[src/kf2_pkg.sv]
// Shared types, constants, microprogram and saturation helpers of the two-state Kalman filter.
package kf2_pkg;

  localparam int PORT_W          = 32;
  localparam int DEF_DATA_WIDTH  = 32;
  localparam int DEF_FRAC_BITS   = 16;
  localparam int WIDE_W          = 66;
  localparam int PC_W            = 7;

  typedef logic signed [PORT_W-1:0] word_t;
  typedef logic signed [WIDE_W-1:0] wide_t;
  typedef logic [PC_W-1:0]          pc_t;

  typedef enum logic [2:0] {
    OP_MUL,
    OP_ADD,
    OP_SUB,
    OP_DIV,
    OP_BR,
    OP_END
  } op_t;

  typedef enum logic [5:0] {
    SEL_ZERO, SEL_ONE,
    SEL_X0, SEL_X1,
    SEL_P00, SEL_P01, SEL_P10, SEL_P11,
    SEL_Z, SEL_U0, SEL_U1,
    SEL_H0, SEL_H1, SEL_RN,
    SEL_F00, SEL_F01, SEL_F10, SEL_F11,
    SEL_Y, SEL_PH0, SEL_PH1, SEL_S, SEL_K0, SEL_K1,
    SEL_A0, SEL_A1, SEL_A2, SEL_A3,
    SEL_T0, SEL_T1, SEL_T2, SEL_T3,
    SEL_M0, SEL_M1
  } sel_t;

  typedef enum logic [2:0] {
    CFG_TRANS_00,
    CFG_TRANS_01,
    CFG_TRANS_10,
    CFG_TRANS_11,
    CFG_OBS_0,
    CFG_OBS_1,
    CFG_MEAS_NOISE
  } cfg_idx_t;

  localparam logic [1:0] STAT_OK   = 2'd0;
  localparam logic [1:0] STAT_SKIP = 2'd1;
  localparam logic [1:0] STAT_SAT  = 2'd2;

  typedef struct packed {
    op_t  op;
    sel_t a;
    sel_t b;
    sel_t c;
    sel_t d;
  } step_t;

  typedef enum logic [1:0] {
    ST_IDLE,
    ST_EXEC,
    ST_DIV,
    ST_DONE
  } ctl_state_t;

  typedef struct packed {
    logic  accept;
    logic  exec;
    logic  div_start;
    logic  publish;
    step_t step;
  } dp_cmd_t;

  typedef struct packed {
    logic s_le0;
    logic div_done;
  } dp_stat_t;

  // First step of the prediction phase; the update is skipped by jumping here.
  localparam pc_t PC_PREDICT = pc_t'(44);

  function automatic step_t st(op_t op, sel_t a, sel_t b, sel_t c, sel_t d);
    step_t s;
    s.op = op;
    s.a  = a;
    s.b  = b;
    s.c  = c;
    s.d  = d;
    return s;
  endfunction

  function automatic step_t prog_step(pc_t pc);
    step_t s;
    case (pc)
      // Innovation y = z - Hx.
      7'd0:  s = st(OP_MUL, SEL_H0,  SEL_X0,  SEL_ZERO, SEL_M0);
      7'd1:  s = st(OP_MUL, SEL_H1,  SEL_X1,  SEL_ZERO, SEL_M1);
      7'd2:  s = st(OP_ADD, SEL_M0,  SEL_M1,  SEL_ZERO, SEL_T0);
      7'd3:  s = st(OP_SUB, SEL_Z,   SEL_T0,  SEL_ZERO, SEL_Y);
      // PH' and S = HPH' + R.
      7'd4:  s = st(OP_MUL, SEL_P00, SEL_H0,  SEL_ZERO, SEL_M0);
      7'd5:  s = st(OP_MUL, SEL_P01, SEL_H1,  SEL_ZERO, SEL_M1);
      7'd6:  s = st(OP_ADD, SEL_M0,  SEL_M1,  SEL_ZERO, SEL_PH0);
      7'd7:  s = st(OP_MUL, SEL_P10, SEL_H0,  SEL_ZERO, SEL_M0);
      7'd8:  s = st(OP_MUL, SEL_P11, SEL_H1,  SEL_ZERO, SEL_M1);
      7'd9:  s = st(OP_ADD, SEL_M0,  SEL_M1,  SEL_ZERO, SEL_PH1);
      7'd10: s = st(OP_MUL, SEL_H0,  SEL_PH0, SEL_ZERO, SEL_M0);
      7'd11: s = st(OP_MUL, SEL_H1,  SEL_PH1, SEL_ZERO, SEL_M1);
      7'd12: s = st(OP_ADD, SEL_M0,  SEL_M1,  SEL_RN,   SEL_S);
      7'd13: s = st(OP_BR,  SEL_ZERO, SEL_ZERO, SEL_ZERO, SEL_ZERO);
      // Gain and state update.
      7'd14: s = st(OP_DIV, SEL_PH0, SEL_S,   SEL_ZERO, SEL_K0);
      7'd15: s = st(OP_DIV, SEL_PH1, SEL_S,   SEL_ZERO, SEL_K1);
      7'd16: s = st(OP_MUL, SEL_K0,  SEL_Y,   SEL_ZERO, SEL_M0);
      7'd17: s = st(OP_ADD, SEL_X0,  SEL_M0,  SEL_ZERO, SEL_X0);
      7'd18: s = st(OP_MUL, SEL_K1,  SEL_Y,   SEL_ZERO, SEL_M0);
      7'd19: s = st(OP_ADD, SEL_X1,  SEL_M0,  SEL_ZERO, SEL_X1);
      // A = I - KH.
      7'd20: s = st(OP_MUL, SEL_K0,  SEL_H0,  SEL_ZERO, SEL_M0);
      7'd21: s = st(OP_SUB, SEL_ONE, SEL_M0,  SEL_ZERO, SEL_A0);
      7'd22: s = st(OP_MUL, SEL_K0,  SEL_H1,  SEL_ZERO, SEL_M0);
      7'd23: s = st(OP_SUB, SEL_ZERO, SEL_M0, SEL_ZERO, SEL_A1);
      7'd24: s = st(OP_MUL, SEL_K1,  SEL_H0,  SEL_ZERO, SEL_M0);
      7'd25: s = st(OP_SUB, SEL_ZERO, SEL_M0, SEL_ZERO, SEL_A2);
      7'd26: s = st(OP_MUL, SEL_K1,  SEL_H1,  SEL_ZERO, SEL_M0);
      7'd27: s = st(OP_SUB, SEL_ONE, SEL_M0,  SEL_ZERO, SEL_A3);
      // T = A * P, then P = T.
      7'd28: s = st(OP_MUL, SEL_A0,  SEL_P00, SEL_ZERO, SEL_M0);
      7'd29: s = st(OP_MUL, SEL_A1,  SEL_P10, SEL_ZERO, SEL_M1);
      7'd30: s = st(OP_ADD, SEL_M0,  SEL_M1,  SEL_ZERO, SEL_T0);
      7'd31: s = st(OP_MUL, SEL_A0,  SEL_P01, SEL_ZERO, SEL_M0);
      7'd32: s = st(OP_MUL, SEL_A1,  SEL_P11, SEL_ZERO, SEL_M1);
      7'd33: s = st(OP_ADD, SEL_M0,  SEL_M1,  SEL_ZERO, SEL_T1);
      7'd34: s = st(OP_MUL, SEL_A2,  SEL_P00, SEL_ZERO, SEL_M0);
      7'd35: s = st(OP_MUL, SEL_A3,  SEL_P10, SEL_ZERO, SEL_M1);
      7'd36: s = st(OP_ADD, SEL_M0,  SEL_M1,  SEL_ZERO, SEL_T2);
      7'd37: s = st(OP_MUL, SEL_A2,  SEL_P01, SEL_ZERO, SEL_M0);
      7'd38: s = st(OP_MUL, SEL_A3,  SEL_P11, SEL_ZERO, SEL_M1);
      7'd39: s = st(OP_ADD, SEL_M0,  SEL_M1,  SEL_ZERO, SEL_T3);
      7'd40: s = st(OP_ADD, SEL_T0,  SEL_ZERO, SEL_ZERO, SEL_P00);
      7'd41: s = st(OP_ADD, SEL_T1,  SEL_ZERO, SEL_ZERO, SEL_P01);
      7'd42: s = st(OP_ADD, SEL_T2,  SEL_ZERO, SEL_ZERO, SEL_P10);
      7'd43: s = st(OP_ADD, SEL_T3,  SEL_ZERO, SEL_ZERO, SEL_P11);
      // Prediction of the state: x = Fx + u.
      7'd44: s = st(OP_MUL, SEL_F00, SEL_X0,  SEL_ZERO, SEL_M0);
      7'd45: s = st(OP_MUL, SEL_F01, SEL_X1,  SEL_ZERO, SEL_M1);
      7'd46: s = st(OP_ADD, SEL_M0,  SEL_M1,  SEL_ZERO, SEL_T0);
      7'd47: s = st(OP_ADD, SEL_T0,  SEL_U0,  SEL_ZERO, SEL_T0);
      7'd48: s = st(OP_MUL, SEL_F10, SEL_X0,  SEL_ZERO, SEL_M0);
      7'd49: s = st(OP_MUL, SEL_F11, SEL_X1,  SEL_ZERO, SEL_M1);
      7'd50: s = st(OP_ADD, SEL_M0,  SEL_M1,  SEL_ZERO, SEL_T1);
      7'd51: s = st(OP_ADD, SEL_T1,  SEL_U1,  SEL_ZERO, SEL_T1);
      7'd52: s = st(OP_ADD, SEL_T0,  SEL_ZERO, SEL_ZERO, SEL_X0);
      7'd53: s = st(OP_ADD, SEL_T1,  SEL_ZERO, SEL_ZERO, SEL_X1);
      // T = F * P.
      7'd54: s = st(OP_MUL, SEL_F00, SEL_P00, SEL_ZERO, SEL_M0);
      7'd55: s = st(OP_MUL, SEL_F01, SEL_P10, SEL_ZERO, SEL_M1);
      7'd56: s = st(OP_ADD, SEL_M0,  SEL_M1,  SEL_ZERO, SEL_T0);
      7'd57: s = st(OP_MUL, SEL_F00, SEL_P01, SEL_ZERO, SEL_M0);
      7'd58: s = st(OP_MUL, SEL_F01, SEL_P11, SEL_ZERO, SEL_M1);
      7'd59: s = st(OP_ADD, SEL_M0,  SEL_M1,  SEL_ZERO, SEL_T1);
      7'd60: s = st(OP_MUL, SEL_F10, SEL_P00, SEL_ZERO, SEL_M0);
      7'd61: s = st(OP_MUL, SEL_F11, SEL_P10, SEL_ZERO, SEL_M1);
      7'd62: s = st(OP_ADD, SEL_M0,  SEL_M1,  SEL_ZERO, SEL_T2);
      7'd63: s = st(OP_MUL, SEL_F10, SEL_P01, SEL_ZERO, SEL_M0);
      7'd64: s = st(OP_MUL, SEL_F11, SEL_P11, SEL_ZERO, SEL_M1);
      7'd65: s = st(OP_ADD, SEL_M0,  SEL_M1,  SEL_ZERO, SEL_T3);
      // P = T * F'.
      7'd66: s = st(OP_MUL, SEL_T0,  SEL_F00, SEL_ZERO, SEL_M0);
      7'd67: s = st(OP_MUL, SEL_T1,  SEL_F01, SEL_ZERO, SEL_M1);
      7'd68: s = st(OP_ADD, SEL_M0,  SEL_M1,  SEL_ZERO, SEL_P00);
      7'd69: s = st(OP_MUL, SEL_T0,  SEL_F10, SEL_ZERO, SEL_M0);
      7'd70: s = st(OP_MUL, SEL_T1,  SEL_F11, SEL_ZERO, SEL_M1);
      7'd71: s = st(OP_ADD, SEL_M0,  SEL_M1,  SEL_ZERO, SEL_P01);
      7'd72: s = st(OP_MUL, SEL_T2,  SEL_F00, SEL_ZERO, SEL_M0);
      7'd73: s = st(OP_MUL, SEL_T3,  SEL_F01, SEL_ZERO, SEL_M1);
      7'd74: s = st(OP_ADD, SEL_M0,  SEL_M1,  SEL_ZERO, SEL_P10);
      7'd75: s = st(OP_MUL, SEL_T2,  SEL_F10, SEL_ZERO, SEL_M0);
      7'd76: s = st(OP_MUL, SEL_T3,  SEL_F11, SEL_ZERO, SEL_M1);
      7'd77: s = st(OP_ADD, SEL_M0,  SEL_M1,  SEL_ZERO, SEL_P11);
      default: s = st(OP_END, SEL_ZERO, SEL_ZERO, SEL_ZERO, SEL_ZERO);
    endcase
    return s;
  endfunction

  // Saturate a wide value to the signed range of w bits.
  function automatic word_t clip_w(wide_t v, int w);
    wide_t vmax;
    wide_t vmin;
    vmax = (wide_t'(1) <<< (w - 1)) - wide_t'(1);
    vmin = -vmax - wide_t'(1);
    if (v > vmax) return word_t'(vmax);
    if (v < vmin) return word_t'(vmin);
    return word_t'(v);
  endfunction

  function automatic logic clip_hit(wide_t v, int w);
    wide_t vmax;
    wide_t vmin;
    vmax = (wide_t'(1) <<< (w - 1)) - wide_t'(1);
    vmin = -vmax - wide_t'(1);
    return (v > vmax) || (v < vmin);
  endfunction

endpackage

[src/kf2_ctrl.sv]
// Controller: sequences the microprogram, waits on the divider and runs the handshakes.
module kf2_ctrl
  import kf2_pkg::*;
(
  input  logic     clk,
  input  logic     rst_n,
  input  logic     in_valid,
  input  logic     in_mode,
  output logic     in_ready,
  output logic     out_valid,
  input  logic     out_ready,
  output dp_cmd_t  cmd,
  input  dp_stat_t stat
);

  ctl_state_t state_r, state_nxt;
  pc_t        pc_r, pc_nxt;
  logic       out_valid_r, out_valid_nxt;
  step_t      step;
  logic       accept;
  logic       slot_free;

  assign step      = prog_step(pc_r);
  assign in_ready  = (state_r == ST_IDLE);
  assign accept    = in_valid && in_ready;
  assign slot_free = !out_valid_r || out_ready;

  // Next state.
  always_comb begin
    state_nxt = state_r;
    pc_nxt    = pc_r;
    case (state_r)
      ST_IDLE: begin
        if (accept) begin
          pc_nxt    = '0;
          state_nxt = in_mode ? ST_DONE : ST_EXEC;
        end
      end
      ST_EXEC: begin
        case (step.op)
          OP_DIV:  state_nxt = ST_DIV;
          OP_BR:   pc_nxt    = stat.s_le0 ? PC_PREDICT : pc_r + 1'b1;
          OP_END:  state_nxt = ST_DONE;
          default: pc_nxt    = pc_r + 1'b1;
        endcase
      end
      ST_DIV: begin
        if (stat.div_done) begin
          pc_nxt    = pc_r + 1'b1;
          state_nxt = ST_EXEC;
        end
      end
      ST_DONE: begin
        if (slot_free) state_nxt = ST_IDLE;
      end
      default: state_nxt = ST_IDLE;
    endcase
  end

  // Outputs.
  always_comb begin
    cmd           = '0;
    cmd.step      = step;
    cmd.accept    = accept;
    cmd.exec      = (state_r == ST_EXEC);
    cmd.div_start = (state_r == ST_EXEC) && (step.op == OP_DIV);
    cmd.publish   = (state_r == ST_DONE) && slot_free;
    out_valid_nxt = out_valid_r;
    if (cmd.publish) out_valid_nxt = 1'b1;
    else if (out_ready) out_valid_nxt = 1'b0;
  end

  always_ff @(posedge clk) begin
    if (!rst_n) begin
      state_r     <= ST_IDLE;
      pc_r        <= '0;
      out_valid_r <= 1'b0;
    end else begin
      state_r     <= state_nxt;
      pc_r        <= pc_nxt;
      out_valid_r <= out_valid_nxt;
    end
  end

  assign out_valid = out_valid_r;

endmodule

[config.mk]
export PLATFORM = sky130hd
export DESIGN_NAME = kf2_ctrl
export DESIGN_NICKNAME = d
export VERILOG_FILES = /design/src/kf2_pkg.sv /design/src/kf2_ctrl.sv
export SDC_FILE = /design/constraint.sdc
export NUM_CORES = 1
export LEC_CHECK = 0
export BUFFER_PORTS_ARGS = -buffer_cell sky130_fd_sc_hd__clkbuf_2
export CORE_MARGIN = 5
export CORE_UTILIZATION = 59
export DETAILED_ROUTE_END_ITERATION = 16
export PLACE_DENSITY_LB_ADDON = 0.3
export SLEW_MARGIN = 20
export SYNTH_ARGS = -nofsm -noshare
export SYNTH_HDL_FRONTEND = slang
export SYNTH_SLANG_ARGS = --single-unit
export TNS_END_PERCENT = 100
[constraint.sdc]
create_clock -name clk -period 4.9 [get_ports clk]
set_clock_uncertainty 0.1 [all_clocks]
set_input_delay 0.98 -clock clk [delete_from_list [all_inputs] [get_ports clk]]
set_output_delay 0.98 -clock clk [all_outputs]
set_load 0.02 [all_outputs]
==> flow_summary.toml <==
[status]
status = "finished clean"

[floorplanning]
die_h_um = 83.5
io_pins = 40
die_area_um2 = 6980
start_util_pct = 61.7
fp.dieW_um = 83.5
rows = 26
coreArea_um2 = 5170

[logic_synthesis]
synthXorXnorAreaFrac_pct = 1.10
ys.flop_type = "dfxtp_1"
synth_top_family_by_area = "compound AO/OA/AOI/OAI gates"
synth_top_area_cell = "dfxtp_1"
synth_compound_area_share_pct = 36.9
synthCells = 433
synth_cell_types = 77
ys.warnings.count = 0
synthTopCellsByArea = "dfxtp_1 20%, ha_1 7.5%, a21oi_1 5.3%, nand2_1 4.5%, nor2_1 3.4%"
avgSynthCellArea_um2 = 7.37
ys_ff_latch = 32
netlist_area_um2 = 3190
synth-async-reset-ratio_pct = 0
synth-edff-count = 0
synthSimpleGateAreaFrac_pct = 23.5
synth_top_area_share_pct = 20.1
seq_area_frac_synth_pct = 20.1
synth_mux_area_share_pct = 1.92
synth-adder-area-share_pct = 7.76

[clocking]
insertion_delay_ps = 290
clkSinkCount = 32
clockBufferDepth = 2
cts_made_buffers = 5
cts.repair.resized = 0
htree_levels = 2
cts_root_buffer = "clkbuf_8"
post-cts-setup-buffers = 0
cts_tree = "done"
cts.clk_slew.worst_paths_ps = 70
cts.hold.buffers_added = 0

[global_routing]
grt_pass1_wl_mm = 18.8
gr-usage-all-layers_pct = 33.2
grt.overflow.total = 0
grt_max_degree = 37
antenna_found_initial = 0
grt_pass1_vias = 3439

[sta]
rsz0062_at_grt = "false"
relSlewSlack_pct = 46.4
timing.fmax_ghz = 0.225
finalCritPeriodShare_pct = 90.5
worst_pin_slew_ps = 803
setup_violations = 0
slew_violations = 0
finalSetupTns_ps = 0
timing.hold.ws_ps = 478
fin_crit_ps = 4440
hold_violations = 0
worst_slack_ps = 464

[routing]
firstDrtPassIters = 10
via_per_inst = 7.35
drtAntennaViolNets = 0
drt_iter0_drc = 946
dr_total_vias = 3829
drc = 0
wl_per_cell_um = 22.8
routed_wl_mm = 11.9

[setup_path]
crit_family = "simple AND/OR/NAND/NOR gates"
setup.worst_path.end_class = "flop"
start_kind = "flop"
crit_arrival_ps = 4480
max_stage_delay_ps = 620
critical_path_class = "reg2reg"
crit_fanout = 14
critPathBufInv = 2
path_cells = "inv_1 > ha_1 > o21a_1 > o21ai_0 > nor2_1 > mux2_2 > nand2_1 > inv_1 > ha_1 > a21oi_1 > a21oi_1 > nor2_1 > or4_1"
slowest_stage = "ha_1"
required_ps = 4940

[placement]
finalWeightedCongestion = 1.14
portBuffers = 36
hpwlAfterDp_mm = 8.39
place_worst_setup_slack_ps = 534
postPlaceCellArea_um2 = 3350

[layout]
layout_commonest_cell = "nand2_1"
fin_nets = 476
syn2layout_area_growth_pct = 8.51
final_cell_mix = "38 x nand2_1, 36 x clkbuf_2, 34 x a21oi_1"
drive_above_1_share_pct = 16.6
fillers = 444
stdcell_area_um2 = 3460
num_antenna_cells = 0

[power_and_ir_drop]
p_leak_nw = 1.47
power_density_nw_per_um2 = 291
ir_worst_vdd_v = 0.000175

[run]
cap_viol_max_count = 0

[min_path]
min_path_type = "reg2reg"
## registers in the layout, summed over array words and instances (netlist names)
| name | cells |
|---|---|
| step | 22 |
| state_r | 2 |
| pc_r | 7 |
| out_valid | 1 |
## final cells by class
| class | count | area (µm²) | area share, % |
|---|---|---|---|
| Sequential cell | 32 | 641 | 18.5 |
| Clock inverter | 3 | 42.5 | 1.23 |
| Clock buffer | 5 | 68.8 | 1.99 |
| Inverter | 18 | 68.8 | 1.99 |
| Multi-Input combinational cell | 345 | 2280 | 66.0 |
| Timing Repair Buffer | 48 | 270 | 7.81 |
| Tap cell | 70 | 87.6 | 2.53 |
## power breakdown
| part | internal [mW] | switching [mW] | total (mW) |
|---|---|---|---|
| sequential | 0.284 | 0.0163 | 0.301 |
| clock | 0.151 | 0.112 | 0.263 |
| combinational | 0.149 | 0.297 | 0.446 |
| total | 0.584 | 0.425 | 1.01 |
## cell usage after synthesis (all sizes together), types with 2 or more instances
cell,instances
nand3,18
a2111oi,3
and3,12
nor4,3
a31o,3
a32oi,2
o21a,4
nand2,39
xnor2,2
dfxtp,32
nand3b,3
nand4,3
nor2,30
o2111ai,2
nor2b,4
or3,5
a22o,2
inv,16
clkbuf,18
or4,4
o22ai,3
mux2i,5
a211oi,9
clkinv,2
o211a,5
xor2,2
nor3,12
and2,8
ha,19
o31ai,6
o211ai,13
a22oi,3
a311o,2
nor3b,4
a21o,9
a21boi,2
a21oi,35
a221o,3
a2bb2oi,2
o221ai,5
buf,22
a31oi,12
o21ai,26
## worst reg2reg max path, stage by stage (launching register included)
cell and delay [ps]:
dfxtp_1 360, inv_1 110, ha_1 400, o21a_1 270, o21ai_0 230, nor2_1 250, mux2_2 230, nand2_1 260
inv_1 390, ha_1 620, a21oi_1 260, a21oi_1 180, nor2_1 60, or4_1 580
## kinds of logic (layout without fill, tap and decap cells)
family	count (synthesis)	in the layout
compound gates	164	164
buf+inv	58	74
fa+ha+maj	20	20
xor+xnor	4	4
other cells	1	3
flops	32	32
simple gates	148	148
mux	6	6
## worst paths after layout
check              from    endpoint  slack (ps)  depth (start not counted)
min          state_r[1]  state_r[1]         480                          2
min reg2reg  state_r[1]  state_r[1]         480                          2
max reg2reg  state_r[1]    step[14]         460                         13
max          state_r[1]    step[14]         460                         13
## stage by stage
step	util, %	instances	total power, mW
finish	66.9	521	1.01
global route	66.9	521	1.06
CTS	66.9	521	0.990
detailed placement	64.8	513	0.732
global placement	64.8	513	0.723
floorplan	-	435	0.637
## per-layer routing
layer / track usage [%] / part of all wire, % / up-vias
met5: 0 / 0 / -
met4: 11.0 / 4.6 / 0
met3: 12.6 / 17 / 82
met2: 48.8 / 41 / 389
met1: 44.7 / 37 / 1700
li1: - / - / 1658
(Power assumes the default switching activity.)
